File: src/rtl/core/crcg_sqrt_cell.sv
// ----------------------------------------------------------------------------
// crcg_sqrt_cell
// One digit step of a restoring square root; passes side data along.
// ----------------------------------------------------------------------------
module crcg_sqrt_cell #(
	parameter int ROOT_W = 33,
	parameter int SIDE_W = 1
) (
	input  logic                clk,
	input  logic                arst_n,
	input  logic                valid_in,
	input  logic [2*ROOT_W-1:0] rad_in,
	input  logic [ROOT_W+1:0]   rem_in,
	input  logic [ROOT_W-1:0]   root_in,
	input  logic [SIDE_W-1:0]   side_in,
	output logic                valid_out,
	output logic [2*ROOT_W-1:0] rad_out,
	output logic [ROOT_W+1:0]   rem_out,
	output logic [ROOT_W-1:0]   root_out,
	output logic [SIDE_W-1:0]   side_out
);

	localparam int REM_W = ROOT_W + 2;

	logic [REM_W-1:0] rem_sh;
	logic [REM_W-1:0] trial;
	logic             ge;

	assign rem_sh = {rem_in[REM_W-3:0], rad_in[2*ROOT_W-1 -: 2]};
	assign trial  = {root_in, 2'b01};
	assign ge     = (rem_sh >= trial);

	always_ff @(posedge clk or negedge arst_n) begin
		if (!arst_n) begin
			valid_out <= 1'b0;
		end else begin
			valid_out <= valid_in;
		end
	end

	always_ff @(posedge clk) begin
		rad_out  <= {rad_in[2*ROOT_W-3:0], 2'b00};
		rem_out  <= ge ? (rem_sh - trial) : rem_sh;
		root_out <= {root_in[ROOT_W-2:0], ge};
		side_out <= side_in;
	end

endmodule

File: config.mk
export PLATFORM = sky130hd
export DESIGN_NAME = crcg_sqrt_cell
export DESIGN_NICKNAME = d
export VERILOG_FILES = /design/src/rtl/core/crcg_sqrt_cell.sv
export SDC_FILE = /design/constraint.sdc
export NUM_CORES = 1
export LEC_CHECK = 0
export BUFFER_PORTS_ARGS = -buffer_cell sky130_fd_sc_hd__buf_2
export CORE_AREA = 2 2 107 109
export DETAILED_ROUTE_END_ITERATION = 10
export DIE_AREA = 0 0 109 111
export HOLD_SLACK_MARGIN = 0.02
export PLACE_DENSITY_LB_ADDON = 0.12
export SKIP_CTS_REPAIR_TIMING = 1
export SLEW_MARGIN = 20
export SYNTH_ARGS = -nofsm -noshare
export SYNTH_HDL_FRONTEND = slang
export SYNTH_SLANG_ARGS = --single-unit
File: constraint.sdc
create_clock -name clk -period 0.8 [get_ports clk]
set_input_delay 0.16 -clock clk [delete_from_list [all_inputs] [get_ports clk]]
set_output_delay 0.16 -clock clk [all_outputs]
set_load 0.01 [all_outputs]
==> key figures, run 1 <==
Status
  • Status: did not finish
  • Fail Step: 5_1_grt
  • First error: [ERROR GRT-0232] Routing congestion too high. Check the congestion heatmap in the GUI.

Clock tree
  • Clk root buf: clkbuf_16
  • Num CTS Buffers: 17
  • H-tree levels: 4
  • Clock sink total: approximately 130
  • Buffer levels on the longest clock path: 2

Logic synthesis
  • Post-synth top area share: about 50%
  • Mean Syn Cell Area: 9.934 um^2
  • Area contributors post-synth: dfxtp_1 (51%), ha_1 (8.3%), a21oi_1 (5.0%)
  • Synth Flop Type: dfxtp_1
  • Synth Instances: 529
  • Mapped Area: about 0.0053 mm^2
  • YS warnings: 0
  • Seq/Total Area, Yosys: roughly half
  • EDFF count, synth: 0
  • Synth unique cells: between 60 and 70
  • Synth area leader: dfxtp_1
  • FFs w/ async S/R, synth: less than 1%
  • Register bit total from synthesis: around 130

Floorplanning
  • Initial Util: 47.44%
  • Ports: approximately 270
  • Die Ht: roughly 110 um
  • Die X: 109 um
  • Site row count: 39

Placement
  • I/O Buffers: about 270
  • Post-DP HPWL: 12980 um
  • RePlAce Congestion: 0.8347
  • Placement Setup Slack: -1.520 ns

GRT
  • Pin count of the biggest net entering global routing: 23
  • GRT Overall Usage: 92.89%
  • Overflow after GRT: slightly below 600

STA
  • GRT repair_timing worst endpoint: rem_out[34]$_DFF_P_/D
  • Worst EP Category: sequential cell input
==> synth_stat cells, types with 3 or more instances <==
cell	instances
dfxtp_1	133
a21oi_1	52
inv_1	44
nand2_1	36
ha_1	35
nor2_1	33
o21ai_0	22
a21o_1	16
xnor2_1	16
xor2_1	11
nand3_1	10
nand4_1	9
nor3_1	9
o21a_1	7
o21bai_1	6
buf_2	5
a31oi_1	4
and3_1	4
buf_4	4
nand2b_1	4
o211ai_1	4
o21ai_1	4
a211o_1	3
a21boi_0	3
buf_6	3
nor4_1	3
o31ai_1	3
==> routing by layer <==
layer	overflow	track usage, %
met1	3	87.05
met2	433	115.2
met3	1	73.90
met4	140	102.6
met5	0	15.18
==> stage by stage <==
step / cells / hold WS (ns) / utilization, % / instance area, um^2 / TNS (ns)
after detailed placement: 1043 / -0.06041 / 72.40 / 8020 / -52.14
after floorplan: 530 / -0.1356 / - / 5738 / -40.08
after global placement: 1043 / -0.06394 / 72.40 / 8020 / -50.93
after CTS: 1073 / -0.5050 / 77.88 / 8627 / -67.55
==> cell families after synthesis <==
family,after synthesis,share of synthesized area [%]
muxes,1,0.2143
buffers and inverters,60,5.381
other,1,0.07136
DFF,134,51.14
xor gates and xnor gates,27,4.500
adders and majority gates,35,8.333
and+or+nand+nor,124,11.67
AOI/OAI and AO/OA,147,18.69
==> inputs of run 2 (changes only) <==
CORE_AREA = 2 2 118 120   (was 2 2 107 109)
DIE_AREA = 0 0 120 122   (was 0 0 109 111)
HOLD_SLACK_MARGIN = unset   (was 0.02)
PLACE_DENSITY_LB_ADDON = 0.15   (was 0.12)
==> run 2 against run 1 <==
Effect of this change: the flow now finishes, with violations (negative hold slack, negative setup slack); synthesized cell count did not move; area after synthesis did not move.
==> key figures, run 2 <==
Status
  • Status: finished, violations left
  • Failing checks: negative hold slack, negative setup slack

Placement
  • I/O Buffers: 269
  • Placed insts: ~1.1k
  • Post-DP HPWL: 13490 um
  • Area post-placement: roughly 0.008 mm^2
  • RePlAce Congestion: 0.9041

Floorplanning
  • Core ar.: roughly 0.014 mm^2
  • Ports: approximately 270
  • Die Ht: 122 um
  • Die X: between 100 and 150 um
  • Site row count: 43
  • Initial Util: around two fifths
  • Die footprint: about 0.015 mm^2

Logic synthesis
  • Count leader, synth: dfxtp_1
  • Mapped Area: 0.005255 mm^2
  • Register bit total from synthesis: 134
  • Synth unique cells: 64
  • Synth Instances: roughly 530
  • FFs w/ async S/R, synth: less than 1%
  • Leading cell types by count after synthesis: dfxtp_1 (133), a21oi_1 (52), inv_1 (44), nand2_1 (36), ha_1 (35)
  • Synth area leader: dfxtp_1
  • Mean Syn Cell Area: between 9 and 10 um^2
  • Seq/Total Area, Yosys: between 50% and 60%
  • YS warnings: 0
  • Area contributors post-synth: dfxtp_1 (51%), ha_1 (8.3%), a21oi_1 (5.0%)
  • Post-synth top area share: 50.67%
  • Synth Flop Type: dfxtp_1
  • EDFF count, synth: 0

Clock tree
  • Clock sink total: 134
  • H-tree levels: 4
  • Clk root buf: clkbuf_16
  • Worst-path clk slew: ~0.06 ns
  • Num CTS Buffers: 17
  • CTS tree: built
  • Buffer levels on the longest clock path: 2

Power and ir drop
  • P per Cell Area: about 2000 mW/mm^2
  • Peak supply drop: 0.001482 V
  • Pleak: 5.156 nW
  • Pwr Total: roughly 22 mW

STA
  • Final-report max-slew violation count: 0
  • Achievable Freq: roughly 500 MHz
  • Final Hold Viols: 2
  • Final Setup Violations: 170
  • RSZ-0062 raised after global routing: yes
  • Final Critical Period: 2.008 ns
  • Tcrit/Tclk final: 251.0%
  • Worst hold slack: -0.1530 ns
  • Final setup margin: -1.208 ns

Final layout
  • Nets: between 1k and 1.5k
  • Cell area after layout: 0.01101 mm^2
  • Top reg by flops: rad_out
  • Max FFs per register: 64
  • Fraction of final layout cells sized beyond drive strength 1: approximately three fifths
  • Most frequent cells in the layout: buf_2 (199), buf_4 (130), dlygate4sd3_1 (102), buf_6 (79), dfxtp_1 (78)
  • Commonest non-fill, non-tap cell in the layout: buf_2
  • Cell Count, Final, Fillers Out: roughly 1.3k
  • Fillers: between 700 and 800
  • Layout Utilization: between 80% and 90%
  • Top Registers: rad_out x64, rem_out x35, root_out x33
  • Layout overhead on the synthesized area: 109.5%

Drt
  • Drt initial violations: between 200 and 300
  • Antenna Nets Post-Route: 0
  • Via/cell ratio: between 4 and 5
  • Wire length per cell: 18.29 um
  • DRT Pass-1 Iters: 5
  • # DRC: 0
  • Post-Route WL: around 23000 um
  • Vias post-DR: 6139

Critical path
  • Crit-path cells: buf_6 -> inv_4 -> ha_4 -> buf_4 -> a21oi_1 -> and2_4 -> a211o_1 -> a2111oi_4 -> o31a_4 -> a31oi_4 -> xor2_1 -> a21oi_1
  • Startpoint types: input port
  • Peak per-stage delay on the critical path: ~0.42 ns
  • Critical Path Most Common Cell: a21oi_1
  • Critical Path RT: roughly 1.2 ns
  • Delay-heaviest family, CP: compound AO/OA/AOI/OAI gates
  • Crit path buffers/inverters: 3
  • WP data arrival: roughly 2.4 ns
  • Critical path class: input port to register
  • CP max-delay cell: a2111oi_4
  • Nature of the critical path endpoint: register
  • Worst-path fanout max: 3

GRT
  • Overflow after GRT: 0
  • Initial antenna violation count: 1
  • Pin count of the biggest net entering global routing: 21
  • First-pass GRT wire length: ~26000 um
  • GRT Overall Usage: between 20% and 30%
  • Vias in the first global route: around 5.4k

Min path
  • Hold Crit Depth: 1
  • Hold EP: root_out[3]
  • HP Class: input port to register
  • Hold path start: root_in[2]

Run
  • Max-cap violations: 0
[run 2: worst max-delay path by stage]
| stage | start | endpoint | cells after the start |
|---|---|---|---|
| finish | root_in[3] | rem_out[34] | 12 |
| global route | root_in[2] | rem_out[34] | 12 |
| CTS | rem_in[0] | rem_out[33] | 11 |
| detailed placement | rem_in[0] | rem_out[33] | 11 |
| global placement | rem_in[0] | rem_out[33] | 11 |
| floorplan | root_in[23] | rem_out[32] | 11 |
[run 2: metrics by stage]
step	setup TNS [ns]	worst slack [ns]
6_report	-67.57	-1.208
3_5_place_dp	-53.32	-1.681
3_3_place_gp	-52.33	-1.676
4_1_cts	-67.69	-1.242
5_1_grt	-73.72	-1.279
2_1_floorplan	-40.08	-1.245
[run 2: layer usage]
layer	vias up	track usage, %	share of wire [%]
li1	2905	-	-
met1	2935	24.75	38
met2	239	42.05	54
met3	60	5.571	5.0
met4	0	6.912	3.4
met5	-	0	0
[run 2: area by class of cell]
cell class | instances | area, um^2 | share of cell area (%)
diodes | 1 | 2.502 | 0.02273
clock buffers | 18 | 429.2 | 3.898
clock inverters | 14 | 153.9 | 1.398
inverters | 44 | 212.7 | 1.932
multi-input cells | 336 | 3070 | 27.89
flip-flops and latches | 134 | 2759 | 25.06
well taps | 180 | 225.2 | 2.045
repair buffers | 524 | 4158 | 37.76
[run 2: kinds of logic (layout without fill, tap and decap cells)]
kind of cell | count (synthesis) | in the layout | synth area share [%]
compound gates | 147 | 147 | 18.69
flops | 134 | 134 | 51.14
simple gates | 124 | 124 | 11.67
buf+inv | 60 | 600 | 5.381
fa+ha+maj | 35 | 35 | 8.333
xor+xnor | 27 | 27 | 4.500
other cells | 1 | 3 | 0.07136
mux | 1 | 1 | 0.2143
[run 2: report_power, final]
group	leakage, nW	internal [mW]	switching, mW	total [mW]
Sequential	1.13	7.33	0.247	7.58
Clock	0.282	4.62	3.20	7.82
Combinational	3.74	3.53	3.01	6.54
No activity file was read; power rests on OpenSTA's default activity.
