$ cat config.mk
export PLATFORM = sky130hd
export DESIGN_NAME = crcg_div_cell
export DESIGN_NICKNAME = d
export VERILOG_FILES = /design/src/rtl/core/crcg_pkg.sv /design/src/rtl/core/crcg_div_cell.sv
export SDC_FILE = /design/constraint.sdc
export NUM_CORES = 1
export LEC_CHECK = 0
export ABC_AREA = 1
export BUFFER_PORTS_ARGS = -buffer_cell sky130_fd_sc_hd__buf_4
export CORE_UTILIZATION = 55
export CTS_CLUSTER_SIZE = 12
export DETAILED_ROUTE_END_ITERATION = 12
export PLACE_DENSITY = 0.88
export RECOVER_POWER = 25
export SYNTH_ARGS = -nofsm -noshare
export SYNTH_HDL_FRONTEND = slang
export SYNTH_SLANG_ARGS = --single-unit
$ cat constraint.sdc
create_clock -name clk -period 1.3 [get_ports clk]
set_clock_uncertainty 0.2 [all_clocks]
set_input_delay 0.13 -clock clk [delete_from_list [all_inputs] [get_ports clk]]
set_output_delay 0.13 -clock clk [all_outputs]
set_load 0.01 [all_outputs]
$ cat src/rtl/core/crcg_pkg.sv
// ----------------------------------------------------------------------------
// crcg_pkg
// Shared constants for the circle/ring contact gap and normal block.
// ----------------------------------------------------------------------------
package crcg_pkg;

	localparam int DEF_COORD_WIDTH = 32;

	// Normal components are signed Q1.16
	localparam int NORM_FRAC = 16;
	localparam int NORM_W    = NORM_FRAC + 2;
	// Unrounded quotient bits: |delta|/d stays below 1.5
	localparam int QUOT_W    = NORM_FRAC + 1;

	localparam int RADIUS_W   = 31;
	localparam int GAP_W      = 32;
	localparam int CFG_IDX_W  = 2;
	localparam int CFG_DATA_W = 32;

	// Configuration register indexes
	localparam logic [CFG_IDX_W-1:0] REG_RADIUS_FIRST  = 2'd0;
	localparam logic [CFG_IDX_W-1:0] REG_RADIUS_SECOND = 2'd1;

endpackage

$ cat src/rtl/core/crcg_div_cell.sv
// ----------------------------------------------------------------------------
// crcg_div_cell
// One quotient bit of a restoring divider; passes side data along.
// ----------------------------------------------------------------------------
module crcg_div_cell #(
	parameter int DIV_W  = 33,
	parameter int SIDE_W = 1
) (
	input  logic                        clk,
	input  logic                        arst_n,
	input  logic                        valid_in,
	input  logic [DIV_W-1:0]            den_in,
	input  logic [DIV_W-1:0]            rem_in,
	input  logic [crcg_pkg::QUOT_W-1:0] nq_in,
	input  logic [SIDE_W-1:0]           side_in,
	output logic                        valid_out,
	output logic [DIV_W-1:0]            den_out,
	output logic [DIV_W-1:0]            rem_out,
	output logic [crcg_pkg::QUOT_W-1:0] nq_out,
	output logic [SIDE_W-1:0]           side_out
);

	import crcg_pkg::*;

	logic [DIV_W:0] rem2;
	logic [DIV_W:0] rsub;
	logic           ge;

	assign rem2 = {rem_in, nq_in[QUOT_W-1]};
	assign ge   = (rem2 >= {1'b0, den_in});
	assign rsub = rem2 - {1'b0, den_in};

	always_ff @(posedge clk or negedge arst_n) begin
		if (!arst_n) begin
			valid_out <= 1'b0;
		end else begin
			valid_out <= valid_in;
		end
	end

	always_ff @(posedge clk) begin
		den_out  <= den_in;
		rem_out  <= ge ? rsub[DIV_W-1:0] : rem2[DIV_W-1:0];
		nq_out   <= {nq_in[QUOT_W-2:0], ge};
		side_out <= side_in;
	end

endmodule

==> metrics.txt, run 1 <==
post-synthesis cell type count=30; row cnt=34; Post-Syn Area=approximately 5000 um2; syn nets=885; initial core utilization=0.573; Die Wd=97.5 um; IO Count=172; # hold bufs at CTS=86; flops & latches, synth=85; Yosys top cell area share=0.335; Placement Setup Slack=-835 ps; Error=[ERROR DPL-0038] Utilization greater than 100%, impossible to legalize; post-CTS setup buffers=21; H-tree levels=3; Synth area leader=dfxtp_1; synth top area cells=dfxtp_1 33%, nand2_1 22%, inv_1 12%; Avg Cell Area, Syn=6.57 um2; chip height=97.5 um; outcome=stopped before the end; global placer's final weighted congestion=0.977; Mapped Cells=764; post-DP HPWL=13100 um; dpl cells=1099; CTS Buf Count=9; PortBufs=roughly 170; clock tree sinks=85; Max Buffers Root-to-Sink=2; root buffer cell=clkbuf_8; Yosys Warn Count=0; register area share after synthesis=0.340; Resized cells post-CTS=142; Exit stage=clock tree synthesis
==> synth_stat cells (all sizes together) <==
cell and instances:
nand3b 10, dfrtp 1, a21oi 21, xor2 13
nor2 41, fa 1, ha 33, nand4 2
o21ai 1, and2 5, nand2 297, inv 160
and3 1, dfxtp 84, xnor2 1, buf 9
a21o 2, or2 2, nor3 11, nand3 69
==> kinds of logic after synthesis <==
kind of cell    after synthesis  share of synthesized area
compound gates               24                     0.0249
buf+inv                     169                      0.134
fa+ha+maj                    34                     0.0862
xor+xnor                     14                     0.0244
simple gates                438                      0.390
flops                        85                      0.340
==> stage by stage <==
| stage | area, um2 | util |
|---|---|---|
| 3_5_place_dp | 7260 | 0.829 |
| 3_3_place_gp | 7260 | 0.829 |
| 2_1_floorplan | 5420 | - |
==> run 2: changes to the inputs <==
--- a/config.mk
+++ b/config.mk
@@ -7,10 +7,9 @@
 export LEC_CHECK = 0
 export ABC_AREA = 1
 export BUFFER_PORTS_ARGS = -buffer_cell sky130_fd_sc_hd__buf_4
-export CORE_UTILIZATION = 55
-export CTS_CLUSTER_SIZE = 12
+export CORE_UTILIZATION = 40
 export DETAILED_ROUTE_END_ITERATION = 12
-export PLACE_DENSITY = 0.88
+export PLACE_DENSITY_LB_ADDON = 0.15
 export RECOVER_POWER = 25
 export SYNTH_ARGS = -nofsm -noshare
 export SYNTH_HDL_FRONTEND = slang
==> run 2 against run 1 <==
Net effect:
- the flow now finishes, with violations (negative hold slack, negative setup slack)
- synthesized area did not move
- synthesized cell count did not move
==> metrics.txt, run 2 <==
outcome=complete, but fails checks; violated checks=negative hold slack, negative setup slack; Pleak=4.96 nW; most frequent cells after synthesis=289 x nand2_1, 155 x inv_1, 84 x dfxtp_1; Mapped Cells=764 (unchanged); Setup-failing EPs final=34; H-tree levels=3 (unchanged); RSZ-0062 raised after global routing=yes; register area share after synthesis=0.340 (unchanged); Primary FF master, synth=dfxtp_1; most common cell in the netlist=nand2_1; Max Slew Vio Count=0; DR WL/cell=around 13 um; min Tclk post-route=1660 ps; initial core utilization=0.415 (-0.158); Largest regs=den_out (33), rem_out (33), nq_out (17); CP Max Fanout=6; Vias/cell=4.57; Die Wd=114 um (+17%); PortBufs=171 (unchanged); synth top area cells=dfxtp_1 33%, nand2_1 22%, inv_1 12%; share of layout cells above drive strength 1=0.452; fin crit share=1.28; CTS Buf Count=9 (unchanged); pwr/cell area=just under 1000 nW/um2; Area Growth Syn to Fin=88.6%; global placer's final weighted congestion=0.904 (-7.5%); Max Cap Viol=0; Initial DRC Count=270; final core occ=0.782; clock tree sinks=85 (unchanged); syn nets=885 (unchanged); Worst setup EP type=flop; Yosys top cell area share=0.335 (unchanged); Yosys Warn Count=0 (unchanged); Synth area leader=dfxtp_1; remaining antenna violation count after routing=0; vias in the first global route=roughly 5500; Setup WS post-layout=-358 ps; post-DP HPWL=11600 um (-12%); CTS clk-pin slew, worst paths=about 70 ps; Post-Syn Area=5020 um2 (unchanged); chip height=114 um (+17%); Post-Route WL=17100 um; grt ovf=0; crit path kind=in -> reg; DIE AREA=around 13000 um2; initial antenna violation count=0; FILL cells=889; power consumption=between 9 and 10 mW; endpoints failing hold=1; Hold Crit Class=in -> reg; ys async rst share=0.0118 (unchanged); Ant. Diodes=0; post-synthesis cell type count=30 (unchanged); post-route setup TNS=-10580 ps; Worst Max-Slew Pin Slew=281 ps; CTS tree=done; Final nets=1240; Residual DRC=0; Max Fclk=603 MHz; WP data required=1400 ps; root buffer cell=clkbuf_16; Max-slew headroom=0.811; vias=5898; IO Count=172 (unchanged); Core Box Area=12100 um2; hold slack=-144 ps; Total GRT Usage=0.256; first-pass GRT wire length=26000 um; number of synthesized flops with an enable pin=0 (unchanged); flops & latches, synth=85 (unchanged); Max Buffers Root-to-Sink=2 (unchanged); row cnt=40 (+18%); # hold bufs at CTS=86 (unchanged); DRT Pass-1 Iters=5; IR drop worst, VDD=1.02 mV; most frequent cells in the layout=229 x buf_4, 209 x nand2_1, 117 x inv_1; largest net degree at the start of global routing=18; Avg Cell Area, Syn=6.57 um2 (unchanged); CP Launch Type=primary input; most common cell after layout, fill and taps aside=buf_4; crit path DAT=1760 ps
-- run 2: cell counts after synthesis --
Identical to the previous run, type by type.
-- run 2: repair_timing --
item	4_1_cts	5_1_grt
cloned	0	2
pin swaps	14	44
gates resized for setup	96	114
setup buffers	8	4
endpoints found under the setup margin	34	34
endpoints found under the hold margin	85	1
-- run 2: final cells by class --
class	count	area (um2)	area share
tap	168	210	0.0222
multi-input combinational	510	3610	0.381
clock inverter	6	72.6	0.00766
inverter	160	631	0.0666
sequential	85	1710	0.180
timing repair buffer	353	3010	0.318
clock buffer	10	229	0.0242
-- run 2: cell families (layout without fill, tap and decap cells) --
family	after synthesis	after routing	share of synthesized area
AOI/OAI and AO/OA	24	24	0.0249
xor gates and xnor gates	14	14	0.0244
adders and majority gates	34	34	0.0862
buffers and inverters	169	529	0.134
DFF	85	85	0.340
and+or+nand+nor	438	438	0.390
-- run 2: through the flow --
step	hold slack [ps]	worst slack [ps]	area (um2)	instances
after detailed placement	-294	-776	7490	1176
after CTS	-172	-261	9010	1286
after global routing	-123	-431	9470	1292
after floorplan	-366	-419	5420	764
after global placement	-294	-749	7490	1176
final	-144	-358	9470	1292
-- run 2: critical path: stages --
cell and delay, ps:
buf_4 80, inv_1 50, ha_4 300, nand2_4 80, nor2_2 130, nand2_2 100
nor3_4 280, nand2_8 120, nand2_8 150, clkbuf_16 180, nand3_4 70, nand2_1 70
-- run 2: path summary, 6_finish.rpt --
path / to / from / cells after the start
worst max-delay path: rem_out[24]$_DFF_P_ / den_in[26] / 12
worst min-delay path: rem_out[1]$_DFF_P_ / rem_in[0] / 3
max in group asynchronous: valid_out$_DFF_PN0_ / arst_n / 3
min in group asynchronous: valid_out$_DFF_PN0_ / arst_n / 3
-- run 2: layer usage --
layer	global-route usage	wire [um]	up-vias
li1	-	-	3005
met1	0.313	7340	2662
met2	0.444	8290	202
met3	0.0499	1110	29
met4	0.0978	417	0
met5	0	0	-
-- run 2: power breakdown --
group	switching [mW]	internal, mW	total, mW
clock	1.11	1.51	2.62
combinational	1.79	1.83	3.62
sequential	0.0845	2.90	2.98
total	2.98	6.24	9.22
Power figures use the tool's default switching activity.
==> run 3: changes to the inputs <==
--- a/config.mk
+++ b/config.mk
@@ -6,9 +6,9 @@
 export NUM_CORES = 1
 export LEC_CHECK = 0
 export ABC_AREA = 1
-export BUFFER_PORTS_ARGS = -buffer_cell sky130_fd_sc_hd__buf_4
 export CORE_UTILIZATION = 40
 export DETAILED_ROUTE_END_ITERATION = 12
+export DONT_BUFFER_PORTS = 1
 export PLACE_DENSITY_LB_ADDON = 0.15
 export RECOVER_POWER = 25
 export SYNTH_ARGS = -nofsm -noshare
==> constraint.sdc (replaced) <==
create_clock -name clk -period 1.4 [get_ports clk]
set_clock_uncertainty 0.2 [all_clocks]
set_input_delay 0.14 -clock clk [delete_from_list [all_inputs] [get_ports clk]]
set_output_delay 0.14 -clock clk [all_outputs]
set_load 0.01 [all_outputs]
==> run 3 against run 2 <==
Net effect:
- combinational power is 35% lower
- via count decreased by 14%
- global-route usage is 0.25 points lower
- die area unchanged
- first-iteration DRC count down 15%
- largest cell class unchanged
- the flow still finishes with violations (negative hold slack, negative setup slack)
- non-clock buffer count is 181 lower
==> metrics.txt, run 3 (synthesized netlist as in run 2, its figures left out) <==
outcome=complete, but fails checks; violated checks=negative hold slack, negative setup slack; power consumption=7.96 mW (-14%); crit path kind=in -> reg; CP Max Fanout=7 (+1); Area Growth Syn to Fin=55.7%; vias in the first global route=5049 (-8.4%); IR drop worst, VDD=0.730 mV (-28%); WP data required=1440 ps (+40 ps); Worst Max-Slew Pin Slew=372 ps (+91.3 ps); initial core utilization=0.415 (unchanged); max incr delay on CP=370 ps (+70 ps); row cnt=40 (unchanged); Core Box Area=12100 um2 (unchanged); most frequent cells in the layout=238 x nand2_1, 147 x inv_1, 88 x buf_4; DIE AREA=13000 um2 (unchanged); largest net degree at the start of global routing=33 (+15); PortBufs=0 (-100%); first-pass GRT wire length=25200 um (-3.0%); clock tree sinks=85 (unchanged); CTS tree=done; initial antenna violation count=0 (unchanged); CP max stage cell=fa_2; hold slack=-387 ps (-242 ps); pwr/cell area=1020 nW/um2 (+4.4%); Max Buffers Root-to-Sink=2 (unchanged); min Tclk post-route=~1600 ps; Max Slew Vio Count=0 (unchanged); CTS clk-pin slew, worst paths=70 ps (about the same); most common cell after layout, fill and taps aside=nand2_1; share of layout cells above drive strength 1=0.279 (-0.173); Hold Crit Class=in -> reg; Max Cap Viol=0 (unchanged); IO Count=172 (unchanged); DR WL/cell=14.8 um (+12%); DRT Pass-1 Iters=4 (-1); Max-slew headroom=0.751 (-0.0603); grt ovf=0 (unchanged); Ant. Diodes=0 (unchanged); CTS Buf Count=9 (unchanged); RSZ-0062 raised after global routing=yes; Residual DRC=0 (unchanged); family with the most delay on the worst path=simple AND/OR/NAND/NOR gates; Die Wd=114 um (unchanged); CP Cell Sequence=clkinv_16 -> ha_4 -> inv_4 -> fa_2 -> buf_6 -> nand3_2 -> nand3_2 -> nand2_2 -> nand2_2 -> nand2_4 -> nand2_8 -> clkbuf_16 -> nand2_1 -> nand2_1; CP Launch Type=primary input; post-DP HPWL=12300 um (+6.2%); Setup WS post-layout=-229 ps (+129 ps); Worst setup EP type=flop; Initial DRC Count=229 (-15%); global placer's final weighted congestion=0.872 (-3.5%); Total GRT Usage=0.254 (-0.00251); Final nets=1059 (-15%); Buf/Inv on CP=4 (+1); fin crit share=1.16; Pleak=4.08 nW (-18%); post-route setup TNS=-6670 ps (+3910 ps); Setup-failing EPs final=34 (unchanged); Vias/cell=4.59 (+0.50%); Max Fclk=614 MHz; vias=5097 (-14%); Post-Route WL=16500 um (-3.8%); root buffer cell=clkbuf_16; endpoints failing hold=13 (+12); crit path DAT=1670 ps (-90 ps); H-tree levels=3 (unchanged); chip height=114 um (unchanged); remaining antenna violation count after routing=0 (unchanged); Largest regs=den_out (33), rem_out (33), nq_out (17)
[run 3: per-stage QoR]
step	hold slack [ps]	area, um2	utilization	worst slack (ps)	cells
after floorplan	-356	5420	-	-329	764
after global placement	-356	6240	0.515	-606	1008
after detailed placement	-356	6240	0.515	-614	1008
after CTS	-395	7460	0.616	-200	1104
after global routing	-396	7820	0.646	-298	1111
final	-387	7820	0.646	-229	1111
[run 3: final timing paths]
path,start,endpoint,depth (start not counted)
worst max-delay path,nq_in[16],rem_out[15]$_DFF_P_,14
worst min-delay path,den_in[0],den_out[0]$_DFF_P_,0
max in group asynchronous,arst_n,valid_out$_DFF_PN0_,2
min in group asynchronous,arst_n,valid_out$_DFF_PN0_,2
[run 3: area by class of cell]
cell class,count,area (um2)
fillers,1110,4290
inverters,160,629
repair buffers,172,1590
flip-flops and latches,85,1710
multi-input cells,510,3350
clock inverters,7,105
well taps,168,210
clock buffers,9,225
[run 3: repair_timing]
item | CTS | global route
gates resized for setup | 31 | 64
pin swaps | 5 | 14
hold buffers | 73 | 2
buffers inserted | 6 | 3
cloned | 1 | 2
setup endpoints to repair | 34 | 34
endpoints found under the hold margin | 85 | 14
[run 3: report_power, final]
group / total [mW] / switching [mW] / internal, mW / leakage [nW]
sequential: 2.94 / 0.244 / 2.70 / 0.720
clock: 2.64 / 1.05 / 1.59 / 0.159
combinational: 2.37 / 1.23 / 1.14 / 3.20
total: 7.96 / 2.53 / 5.42 / 4.08
[run 3: layer usage]
layer	routed length (um)	global-route usage	share of wire	vias to the layer above
met5	0	0	0	-
met4	202	0.0727	0.012	0
met3	912	0.0473	0.055	14
met2	7700	0.432	0.47	147
met1	7670	0.326	0.47	2287
li1	-	-	-	2649
